### src/design/rau_pkg.sv
`timescale 1ns / 1ps
`default_nettype none
// ----------------------------------------------------------------------------
// rau_pkg
// shared types, constants and mode codes of the rational arithmetic unit
// ----------------------------------------------------------------------------
package rau_pkg;
    localparam int WORD_BITS = 32;
    localparam int MODE_BITS = 3;
    localparam int CNT_BITS  = $clog2(WORD_BITS + 1);

    typedef logic signed [WORD_BITS-1:0] word_t;
    typedef logic [MODE_BITS-1:0] mode_t;

    localparam mode_t MODE_ADD  = 3'd0;
    localparam mode_t MODE_SUB  = 3'd1;
    localparam mode_t MODE_MUL  = 3'd2;
    localparam mode_t MODE_DIV  = 3'd3;
    localparam mode_t MODE_INV  = 3'd4;
    localparam mode_t MODE_NORM = 3'd5;

    localparam word_t MAXV = {1'b0, {(WORD_BITS-1){1'b1}}};

    // raw pair handed from front to back
    typedef struct packed {
        word_t n;
        word_t d;
        logic  twice;
    } job_t;
endpackage
`default_nettype wire

### src/design/rau_front.sv
`timescale 1ns / 1ps
`default_nettype none
// ----------------------------------------------------------------------------
// rau_front
// accepts items and forms the raw numerator and denominator over a few steps
// ----------------------------------------------------------------------------
module rau_front (
    input  wire logic           clk,
    input  wire logic           rst_n,
    input  wire logic           push,
    output logic                full,
    input  wire rau_pkg::mode_t mode,
    input  wire rau_pkg::word_t num_a,
    input  wire rau_pkg::word_t den_a,
    input  wire rau_pkg::word_t num_b,
    input  wire rau_pkg::word_t den_b,
    output logic                job_valid,
    input  wire logic           job_ready,
    output rau_pkg::job_t       job
);
    localparam logic [2:0] S_IDLE = 3'd0;
    localparam logic [2:0] S_M1   = 3'd1;
    localparam logic [2:0] S_M2   = 3'd2;
    localparam logic [2:0] S_M3   = 3'd3;
    localparam logic [2:0] S_OUT  = 3'd4;

    logic [2:0] state_reg, state_next;
    rau_pkg::mode_t mode_reg;
    rau_pkg::word_t na_reg, da_reg, nb_reg, db_reg;
    rau_pkg::word_t p1_reg, p2_reg, p3_reg;
    rau_pkg::word_t ma, mb, prod;
    rau_pkg::word_t n_c, d_c;
    logic twice_c;

    assign full      = (state_reg != S_IDLE);
    assign job_valid = (state_reg == S_OUT);

    // one multiplier, three products in turn
    always_comb
    begin
        ma = na_reg;
        mb = db_reg;
        case (state_reg)
            S_M1:
            begin
                case (mode_reg)
                    rau_pkg::MODE_MUL: begin ma = na_reg; mb = nb_reg; end
                    default:           begin ma = na_reg; mb = db_reg; end
                endcase
            end
            S_M2:
            begin
                case (mode_reg)
                    rau_pkg::MODE_DIV: begin ma = da_reg; mb = nb_reg; end
                    default:           begin ma = da_reg; mb = db_reg; end
                endcase
            end
            S_M3:    begin ma = nb_reg; mb = da_reg; end
            default: begin ma = na_reg; mb = db_reg; end
        endcase
        prod = rau_pkg::word_t'(ma * mb);
    end

    always_comb
    begin
        twice_c = 1'b1;
        case (mode_reg)
            rau_pkg::MODE_ADD: begin n_c = p1_reg + p3_reg; d_c = p2_reg; end
            rau_pkg::MODE_SUB: begin n_c = p1_reg - p3_reg; d_c = p2_reg; end
            rau_pkg::MODE_MUL: begin n_c = p1_reg; d_c = p2_reg; end
            rau_pkg::MODE_DIV: begin n_c = p1_reg; d_c = p2_reg; end
            rau_pkg::MODE_INV: begin n_c = da_reg; d_c = na_reg; end
            default:           begin n_c = na_reg; d_c = da_reg; twice_c = 1'b0; end
        endcase
    end

    always_comb
    begin
        state_next = state_reg;
        case (state_reg)
            S_IDLE:  if (push) state_next = S_M1;
            S_M1:    state_next = S_M2;
            S_M2:    state_next = S_M3;
            S_M3:    state_next = S_OUT;
            S_OUT:   if (job_ready) state_next = S_IDLE;
            default: state_next = S_IDLE;
        endcase
    end

    always_ff @(posedge clk or negedge rst_n)
    begin
        if (!rst_n)
            state_reg <= S_IDLE;
        else
            state_reg <= state_next;
    end

    always_ff @(posedge clk)
    begin
        if (state_reg == S_IDLE && push)
        begin
            mode_reg <= mode;
            na_reg   <= num_a;
            da_reg   <= den_a;
            nb_reg   <= num_b;
            db_reg   <= den_b;
        end
        if (state_reg == S_M1) p1_reg <= prod;
        if (state_reg == S_M2) p2_reg <= prod;
        if (state_reg == S_M3) p3_reg <= prod;
    end

    assign job.n     = n_c;
    assign job.d     = d_c;
    assign job.twice = twice_c;
endmodule
`default_nettype wire

### src/design/rau_queue.sv
`timescale 1ns / 1ps
`default_nettype none
// ----------------------------------------------------------------------------
// rau_queue
// two-entry queue between front and back
// ----------------------------------------------------------------------------
module rau_queue (
    input  wire logic          clk,
    input  wire logic          rst_n,
    input  wire logic          in_valid,
    output logic               in_ready,
    input  wire rau_pkg::job_t in_job,
    output logic               out_valid,
    input  wire logic          out_ready,
    output rau_pkg::job_t      out_job
);
    rau_pkg::job_t mem_reg [2];
    logic       wp_reg, rp_reg;
    logic [1:0] cnt_reg;
    logic       wr, rd;

    assign in_ready  = (cnt_reg != 2'd2);
    assign out_valid = (cnt_reg != 2'd0);
    assign out_job   = mem_reg[rp_reg];
    assign wr        = in_valid && in_ready;
    assign rd        = out_valid && out_ready;

    always_ff @(posedge clk or negedge rst_n)
    begin
        if (!rst_n)
        begin
            wp_reg  <= 1'b0;
            rp_reg  <= 1'b0;
            cnt_reg <= 2'd0;
        end
        else
        begin
            if (wr) wp_reg <= ~wp_reg;
            if (rd) rp_reg <= ~rp_reg;
            cnt_reg <= cnt_reg + {1'b0, wr} - {1'b0, rd};
        end
    end

    always_ff @(posedge clk)
    begin
        if (wr) mem_reg[wp_reg] <= in_job;
    end
endmodule
`default_nettype wire

### src/design/rau_back.sv
`timescale 1ns / 1ps
`default_nettype none
// ----------------------------------------------------------------------------
// rau_back
// builds the fraction and reduces it by euclid with a serial divider
// ----------------------------------------------------------------------------
module rau_back (
    input  wire logic           clk,
    input  wire logic           rst_n,
    input  wire logic           job_valid,
    output logic                job_ready,
    input  wire rau_pkg::job_t  job,
    output logic                empty,
    input  wire logic           pop,
    output rau_pkg::word_t      res_num,
    output rau_pkg::word_t      res_den
);
    localparam int W = rau_pkg::WORD_BITS;

    localparam logic [2:0] S_IDLE = 3'd0;
    localparam logic [2:0] S_GCD  = 3'd1;
    localparam logic [2:0] S_DIVN = 3'd2;
    localparam logic [2:0] S_DIVD = 3'd3;
    localparam logic [2:0] S_RUN  = 3'd4;
    localparam logic [2:0] S_DONE = 3'd5;

    logic [2:0] state_reg, ret_reg;
    rau_pkg::word_t n_reg, d_reg, x_reg, y_reg, g_reg;
    logic twice_reg;
    logic out_valid_reg;
    rau_pkg::word_t on_reg, od_reg;

    // serial divider
    logic [W-1:0] q_reg, ma_reg, mb_reg;
    logic [W:0]   r_reg;
    logic [rau_pkg::CNT_BITS-1:0] cnt_reg;
    logic         sa_reg, sb_reg;
    logic [W:0]   r_sh, r_sub;
    logic [W-1:0] quo, rem;

    function automatic logic [W-1:0] absw(input rau_pkg::word_t v);
        return v[W-1] ? W'(-v) : W'(v);
    endfunction

    assign r_sh  = {r_reg[W-1:0], ma_reg[W-1]};
    assign r_sub = r_sh - {1'b0, mb_reg};
    assign quo   = (sa_reg != sb_reg) ? W'(-q_reg) : q_reg;
    assign rem   = sa_reg ? W'(-r_reg[W-1:0]) : r_reg[W-1:0];

    assign job_ready = (state_reg == S_IDLE) && !out_valid_reg;
    assign empty     = !out_valid_reg;
    assign res_num   = on_reg;
    assign res_den   = od_reg;

    always_ff @(posedge clk or negedge rst_n)
    begin
        if (!rst_n)
        begin
            state_reg     <= S_IDLE;
            out_valid_reg <= 1'b0;
        end
        else
        begin
            if (pop && out_valid_reg) out_valid_reg <= 1'b0;
            case (state_reg)
                S_IDLE:
                    if (job_valid && !out_valid_reg)
                    begin
                        twice_reg <= job.twice;
                        if (job.d == '0)
                        begin
                            n_reg <= rau_pkg::MAXV;
                            d_reg <= W'(1);
                            x_reg <= rau_pkg::MAXV;
                            y_reg <= W'(1);
                        end
                        else
                        begin
                            n_reg <= job.n;
                            d_reg <= job.d;
                            x_reg <= job.n;
                            y_reg <= job.d;
                        end
                        state_reg <= S_GCD;
                    end
                S_GCD:
                    if (x_reg == '0)
                    begin
                        g_reg <= y_reg;
                        state_reg <= S_DIVN;
                    end
                    else if (y_reg == '0)
                    begin
                        g_reg <= x_reg;
                        state_reg <= S_DIVN;
                    end
                    else
                    begin
                        ma_reg <= absw(x_reg);
                        mb_reg <= absw(y_reg);
                        sa_reg <= x_reg[W-1];
                        sb_reg <= y_reg[W-1];
                        r_reg <= '0;
                        cnt_reg <= '0;
                        ret_reg <= S_GCD;
                        state_reg <= S_RUN;
                    end
                S_DIVN:
                begin
                    ma_reg <= absw(n_reg);
                    mb_reg <= absw(g_reg);
                    sa_reg <= n_reg[W-1];
                    sb_reg <= g_reg[W-1];
                    r_reg <= '0;
                    cnt_reg <= '0;
                    ret_reg <= S_DIVN;
                    state_reg <= S_RUN;
                end
                S_DIVD:
                begin
                    ma_reg <= absw(d_reg);
                    mb_reg <= absw(g_reg);
                    sa_reg <= d_reg[W-1];
                    sb_reg <= g_reg[W-1];
                    r_reg <= '0;
                    cnt_reg <= '0;
                    ret_reg <= S_DIVD;
                    state_reg <= S_RUN;
                end
                S_RUN:
                    if (cnt_reg == rau_pkg::CNT_BITS'(W))
                    begin
                        case (ret_reg)
                            S_GCD:
                            begin
                                x_reg <= y_reg;
                                y_reg <= rem;
                                state_reg <= S_GCD;
                            end
                            S_DIVN:
                            begin
                                n_reg <= quo;
                                state_reg <= S_DIVD;
                            end
                            default:
                            begin
                                if (twice_reg)
                                begin
                                    twice_reg <= 1'b0;
                                    d_reg <= quo;
                                    x_reg <= n_reg;
                                    y_reg <= quo;
                                    state_reg <= S_GCD;
                                end
                                else
                                begin
                                    d_reg <= quo;
                                    state_reg <= S_DONE;
                                end
                            end
                        endcase
                    end
                    else
                    begin
                        cnt_reg <= cnt_reg + 1'b1;
                        ma_reg <= {ma_reg[W-2:0], 1'b0};
                        if (!r_sub[W])
                        begin
                            r_reg <= r_sub;
                            q_reg <= {q_reg[W-2:0], 1'b1};
                        end
                        else
                        begin
                            r_reg <= r_sh;
                            q_reg <= {q_reg[W-2:0], 1'b0};
                        end
                    end
                S_DONE:
                begin
                    on_reg <= n_reg;
                    od_reg <= d_reg;
                    out_valid_reg <= 1'b1;
                    state_reg <= S_IDLE;
                end
                default: state_reg <= S_IDLE;
            endcase
        end
    end
endmodule
`default_nettype wire

### src/design/rational_arithmetic_unit_core.sv
`timescale 1ns / 1ps
`default_nettype none
// ----------------------------------------------------------------------------
// rational_arithmetic_unit_core
// fraction add, subtract, multiply, divide, invert and normalize with gcd
// reduction. The front forms the raw pair with one shared multiplier; the
// back runs euclid on a one-bit-per-cycle divider, which also does the final
// divisions of numerator and denominator by the gcd. One item is worked in
// the back at a time.
// ----------------------------------------------------------------------------
module rational_arithmetic_unit_core (
    input  wire logic           clk,
    input  wire logic           rst_n,
    input  wire logic           push,
    output logic                full,
    input  wire rau_pkg::mode_t mode,
    input  wire rau_pkg::word_t num_a,
    input  wire rau_pkg::word_t den_a,
    input  wire rau_pkg::word_t num_b,
    input  wire rau_pkg::word_t den_b,
    output logic                empty,
    input  wire logic           pop,
    output rau_pkg::word_t      res_num,
    output rau_pkg::word_t      res_den
);
    logic f_valid, f_ready, q_valid, q_ready;
    rau_pkg::job_t f_job, q_job;

    rau_front u_front (
        .clk(clk), .rst_n(rst_n), .push(push), .full(full), .mode(mode),
        .num_a(num_a), .den_a(den_a), .num_b(num_b), .den_b(den_b),
        .job_valid(f_valid), .job_ready(f_ready), .job(f_job)
    );

    rau_queue u_queue (
        .clk(clk), .rst_n(rst_n), .in_valid(f_valid), .in_ready(f_ready),
        .in_job(f_job), .out_valid(q_valid), .out_ready(q_ready), .out_job(q_job)
    );

    rau_back u_back (
        .clk(clk), .rst_n(rst_n), .job_valid(q_valid), .job_ready(q_ready),
        .job(q_job), .empty(empty), .pop(pop), .res_num(res_num), .res_den(res_den)
    );
endmodule
`default_nettype wire

### config.mk
export PLATFORM = sky130hd
export DESIGN_NAME = rational_arithmetic_unit_core
export DESIGN_NICKNAME = d
export VERILOG_FILES = /design/src/design/rau_pkg.sv /design/src/design/rau_front.sv /design/src/design/rau_queue.sv /design/src/design/rau_back.sv /design/src/design/rational_arithmetic_unit_core.sv
export SDC_FILE = /design/constraint.sdc
export NUM_CORES = 2
export LEC_CHECK = 0
export ABC_AREA = 1
export BUFFER_PORTS_ARGS = -buffer_cell sky130_fd_sc_hd__buf_2
export CORE_MARGIN = 2
export CORE_UTILIZATION = 30
export CTS_CLUSTER_SIZE = 40
export DETAILED_ROUTE_END_ITERATION = 8
export SYNTH_ARGS = -nofsm -noshare
export SYNTH_HDL_FRONTEND = slang
export SYNTH_SLANG_ARGS = --single-unit
### constraint.sdc
create_clock -name clk -period 12.45 [get_ports clk]
set_input_delay 0.6225 -clock clk [delete_from_list [all_inputs] [get_ports clk]]
set_output_delay 0.6225 -clock clk [all_outputs]
set_load 0.03 [all_outputs]
**After elaboration in Yosys (flattened, before gate mapping)**

Memory sizes are Yosys's and may differ from the RTL's.
Cells that the tools add are included.

- Register bits after elaboration: 602
- Memory bits (writable): 130
- Output and inout port bits: 66
- Logic and storage cells: 194
- Memories kept: 1

Memories:

| memory | words | bits a word | rd ports | clocked after memory_dff | write ports | RTL line | text |
|---|---|---|---|---|---|---|---|
| u_queue.mem_reg | 2 | 65 | 1 | 0 | 1 | rau_queue.sv:17 | `rau_pkg::job_t mem_reg [2];` |

- $add $sub $neg: 13
- Multiply operators: 1
- Eq/ne operators: 29
- Muxes and demuxes: 78
- Bitwise logic cells: 3
- Reduce and logical (&&, ||, !) cells: 39

Operator list:

| kind | count |
|---|---|
| $mux 32 | 32 |
| $pmux 32 s2 | 9 |
| $pmux 32 s4 | 2 |
| $neg 32->32 | 7 |
| $pmux 32 s3 | 2 |
| $logic_not 32->1 | 3 |
| $sub 33x32->33 | 1 |
| $add 32x32->32 | 1 |
| $mul 32x32->32 | 1 |
| $sub 32x32->32 | 1 |
| $mux 3 | 9 |
| $eq 3x2->1 const B | 7 |
| $ne 2x2->1 const B | 10 |
| $reduce_and 5->1 | 4 |
| $mux 6 | 3 |
| $pmux 6 s3 | 1 |
| $pmux 3 s5 | 1 |
| $mux 1 | 13 |
| $eq 3x1->1 const B | 4 |
| $eq 3x3->1 const B | 4 |
| $pmux 3 s4 | 1 |
| $reduce_bool 2->1 | 5 |
| $logic_not 3->1 | 3 |
| $pmux 3 s3 | 1 |
| 22 further kinds | 38 |

**Logic depth before layout (Yosys ltp)**

- Word-level depth: 6
- Mapped depth: 43

**Modules after synthesis**

From an unflattened synthesis, not the netlist that was laid out.

- Cell total of the unflattened synthesis: 7,130
- Area, all modules: 58,267.1 um^2

Modules (own cells, without submodules):

| module | times used | cells each | area an instance (um^2) | seq. area each (um^2) |
|---|---|---|---|---|
| rau_front | 1 | 3,490 | 29,149.2 | 6,891.6 |
| rau_back | 1 | 3,269 | 24,173.2 | 11,000.6 |
| rau_queue | 1 | 371 | 4,944.7 | 4,003.8 |

**Least setup slack after synthesis**

No wires, ideal clock.

- Path kind: reg2reg
- From: reg u_front.state_reg[2]
- To: reg u_front.p1_reg[31], data pin
- Library setup time: 261 ps
- Arrival: 7,916 ps
- Data required time: 12,189 ps
- Path slack: 4,273 ps
- Cell stages (with the launch flop): 40
- Buffers on the path: 3
- Period minus slack after synthesis: 8,177 ps
- Path through: dfrtp_1 > buf_6 > inv_1 > nand3_1 > inv_1 > buf_2 > nand3_1 > nand3_1 > nand2_1 > inv_1 > clkbuf_1 > nand2_1 > fa_1 > inv_1 > fa_1 > fa_1 > inv_1 > fa_1 > [... 4 more ...] > inv_1 > fa_1 > fa_1 > ha_1 > a21oi_1 > a21oi_1 > nor2_1 > nand3_1 > nand3_1 > nand2_1 > a31oi_1 > o21ai_0 > nand2_1 > nand2_1 > a21oi_1 > inv_1 > nand3_1 > nand2_1

- Word-level cells in the longest chain between the ends: 3
- Elaborated cells between the ends (all ways): 6
- Those cells by class: mul (1); eq/ne (3); mux (2)

RTL lines:

| element | RTL line | text |
|---|---|---|
| start, declared | rau_front.sv:27 | `logic [2:0] state_reg, state_next;` |
| start signal, assigned | rau_front.sv:95 | `state_reg <= state_next;` |
| $eq 3x2->1 / $eq 3x1->1 (equally long branches) | rau_front.sv:43 | `case (state_reg)` |
| $pmux 32 s3 / $pmux 32 s2 (equally long branches) | rau_front.sv:43 |  |
| $mul 32x32->32 * | rau_front.sv:61 | `prod = rau_pkg::word_t'(ma * mb);` |
| named net u_front.prod[31] | rau_front.sv:31 | `rau_pkg::word_t ma, mb, prod;` |
| end signal, assigned | rau_front.sv:108 | `if (state_reg == S_M1) p1_reg <= prod;` |
| end, declared | rau_front.sv:30 | `rau_pkg::word_t p1_reg, p2_reg, p3_reg;` |

Mark *: on every way through the listed nets, which the timed path passes. The rest lies on a longest branch.
A chain may end at the register's enable or synchronous reset.

**Worst setup path after layout**

- From: reg u_front.mode_reg[2]
- To: reg u_front.p3_reg[30], data pin

- Word-level cells in the longest chain between the ends: 4
- Elaborated cells between the ends (all ways): 6
- Those cells by class: mul (1); eq/ne (2); mux (3)

RTL lines:

| element | RTL line | text |
|---|---|---|
| start, declared | rau_front.sv:28 | `rau_pkg::mode_t mode_reg;` |
| start signal, assigned | rau_front.sv:102 | `mode_reg <= mode;` |
| $eq 3x2->1 (on tied branches) | rau_front.sv:53, rau_front.sv:46 |  |
| $mux 32 (on tied branches) | rau_front.sv:53, rau_front.sv:46 |  |
| $pmux 32 s3 * | rau_front.sv:43 |  |
| $mul 32x32->32 * | rau_front.sv:61 |  |
| named net u_front.prod[30] | rau_front.sv:31 |  |
| end signal, assigned | rau_front.sv:110 | `if (state_reg == S_M3) p3_reg <= prod;` |
| end, declared | rau_front.sv:30 |  |

Marked as above.

==> impl_metrics.tcl <==
set metrics [dict create \
    nets 7163 \
    status "completed" \
    reg2reg_from "u_front.mode_reg[2]" \
    startpoint "u_front.mode_reg[2]" \
    hp-class "primary input to flip-flop" \
    rsz0062_at_grt "false" \
    track_usage_pct 21.6 \
    regToRegEndpoint "u_front.p3_reg[30]" \
    synthFlopType "edfxtp_1" \
    postSynthCellCount 6237 \
    wirelength_mm 206 \
    cts_max_path_buffers 3 \
    core_um2 184000 \
    placementRows 157 \
    relSlewSlack_pct 13.7 \
    yosys.area.top_type "edfxtp_1" \
    drc 0 \
    die_h_um 434 \
    place_ws_ns 2.16 \
    finalSetupTns_ns 0 \
    worstPathRequired_ns 12.94 \
    critical_path_depth 29 \
    critical_path.max_stage_delay_ns 0.73 \
    final_layout_size_suffix_gt1_share_pct 8.84 \
    clock_tree.root_cell "clkbuf_16" \
    critPathBufInv 5 \
    tritoncts "yes" \
    seq_area_um2 21900 \
    syn_avg_cell_area_um2 8.91 \
    ys_seq_area_share_pct 39.4 \
    overflow 0 \
    io_pins 201 \
    grt_pass1_vias 45800 \
    maxCapViolCount 0 \
    setup_ws_ns 2.00 \
    synth_area_leaders "edfxtp_1 (39%), fa_1 (15%), nand2_1 (8.6%)" \
    grt_pass1_wl_mm 299 \
    post_cts_buffers 0 \
    final_common_cell "nand2_1" \
    drt_pass1_iterations 6 \
    timing.final.crit_share_pct 84.0 \
    start_util_pct 30.3 \
    hold_buffers 1 \
    slew_viol_final 0 \
    vias_per_cell 5.15 \
    vias 45900 \
    htree_levels 3 \
    synthArstFlopShare_pct 1.50 \
    cts_buffers 82 \
    crit_top_cell "fa_1" \
    syn_area_um2 55600 \
    syn_nets 7009 \
    cp_top_family "adder cells" \
    antenna_found_initial 22 \
    portBuffers 200 \
    antenna_left 0 \
    routedWlPerCell_um 23.1 \
    synth-edff-count 720 \
    postLayoutCoreUtil_pct 33.9 \
    area_delta_synth_final_pct 11.9 \
    endpoint "u_front.p3_reg[30]" \
    place_congestion 0.996 \
    grt_max_degree 132 \
    insertion_delay_ns 0.72 \
    arrival_ns 10.95 \
    worst_slew_pin_slew_ns 1.28 \
    drt_iter0_drc 5015 \
    fin_crit_ns 10.45 \
    worst_setup_path_start_kind "flip-flop" \
    yosys_register_bits 731 \
    cp_max_fo 32 \
    worst-r2r-cell-count 29 \
    setup_viol 0 \
    dieArea_um2 189000 \
    fmax_ghz 0.0957 \
    critPathKind "flip-flop to flip-flop" \
    synth.top_cell.area_share_pct 38.9 \
    timing.final.hold_violations 0 \
    dp_hpwl_mm 162 \
    ctsResizeCount 0 \
    cts_num_sinks 731 \
    yosys_warnings 0 \
    fill_cells 18900 \
    finalClockSkew_ns 0.0394 \
    crit_path_end_kind "flip-flop" \
    largest_reg_flops 130 \
    final_cell_mix "nand2_1 (1,269), inv_1 (1,028), edfxtp_1 (720)" \
    r2r_setup_slack_ns 2.00 \
    die_w_um 434 \
    ys_types 60 \
    cp_slowest_cell "nand2_1" \
    multiInputGateArea_um2 29000 \
    path_clk_slew_ns 0.06 \
]
cell families (layout without fill, tap and decap cells):
kind of cell,count (synthesis),in the layout,share of synthesized area (%)
AND/OR/NAND/NOR,2496,2496,18.9
buffers and inverters,1254,1473,8.70
AO/OA/AOI/OAI,890,890,9.29
flip-flops,731,731,39.4
adder cells (fa/ha/maj),637,637,19.9
XOR/XNOR,164,164,2.58
multiplexers,65,65,1.30
other,0,1,0
per-layer routing:
layer  vias to the layer above  track usage (%)  share of wire [%]
li1                      20800                -                  -
met1                     22500             25.7                 38
met2                      2150             37.2                 49
met3                       532             3.76                7.3
met4                         6             11.2                6.1
met5                         -                0              0.021
cells in the mapped netlist, types with 13 or more instances:
cell type	count
nand2_1	1269
inv_1	1030
edfxtp_1	720
nor2_1	627
fa_1	410
o21ai_0	351
nand3_1	308
a21oi_1	277
ha_1	227
clkbuf_1	142
xor2_1	115
nor3_1	90
nand4_1	57
mux2_2	56
xnor2_1	49
nor4_1	43
o2111ai_1	43
o22ai_1	38
or2_2	36
o211ai_1	35
buf_2	25
nand3b_1	24
buf_1	23
a31oi_1	18
nor2_2	13
o21bai_1	13
o31ai_1	13
stage by stage:
step	cell area (um2)	instances	hold WS, ns
6_report	62200	8921	0.0870
5_1_grt	62200	8920	0.0630
4_1_cts	62200	8920	0.0495
3_3_place_gp	59500	8770	0.434
2_1_floorplan	55600	6237	0.327
3_5_place_dp	59500	8770	0.432
worst register-to-register path, delay by kind of cell, from the launching register on:
family	cells	cell delay, ns
AOI/OAI and AO/OA	4	0.71
DFF	1	0.59
xor gates and xnor gates	1	0.30
adders and majority gates	9	4.58
and+or+nand+nor	10	2.90
buffers and inverters	5	1.20
worst min-delay path by stage:
stage                    start              endpoint  slack, ns  cells past startpoint
2_1_floorplan            rst_n  u_back.out_valid_reg       0.33                      0
3_3_place_gp   u_back.n_reg[0]     u_back.res_num[0]       0.43                      0
3_5_place_dp   u_back.n_reg[0]     u_back.res_num[0]       0.43                      0
4_1_cts              num_b[12]    u_front.nb_reg[12]       0.05                      1
5_1_grt              den_a[21]    u_front.da_reg[21]       0.06                      1
6_report                   pop  u_back.out_valid_reg       0.09                      2
final cells by class:
| type | instances | share of cell area, % |
|---|---|---|
| Antenna cell | 1 | 0.00402 |
| Clock buffer | 96 | 3.43 |
| Sequential cell | 731 | 35.2 |
| Timing Repair Buffer | 279 | 2.59 |
| Inverter | 1045 | 6.30 |
| Clock inverter | 53 | 0.963 |
| Tap cell | 2464 | 4.95 |
| Multi-Input combinational cell | 4252 | 46.6 |
Power is left out: the tool's default activity adds up to more than one toggle a clock period on the data nets, which glitch-free logic cannot reach.
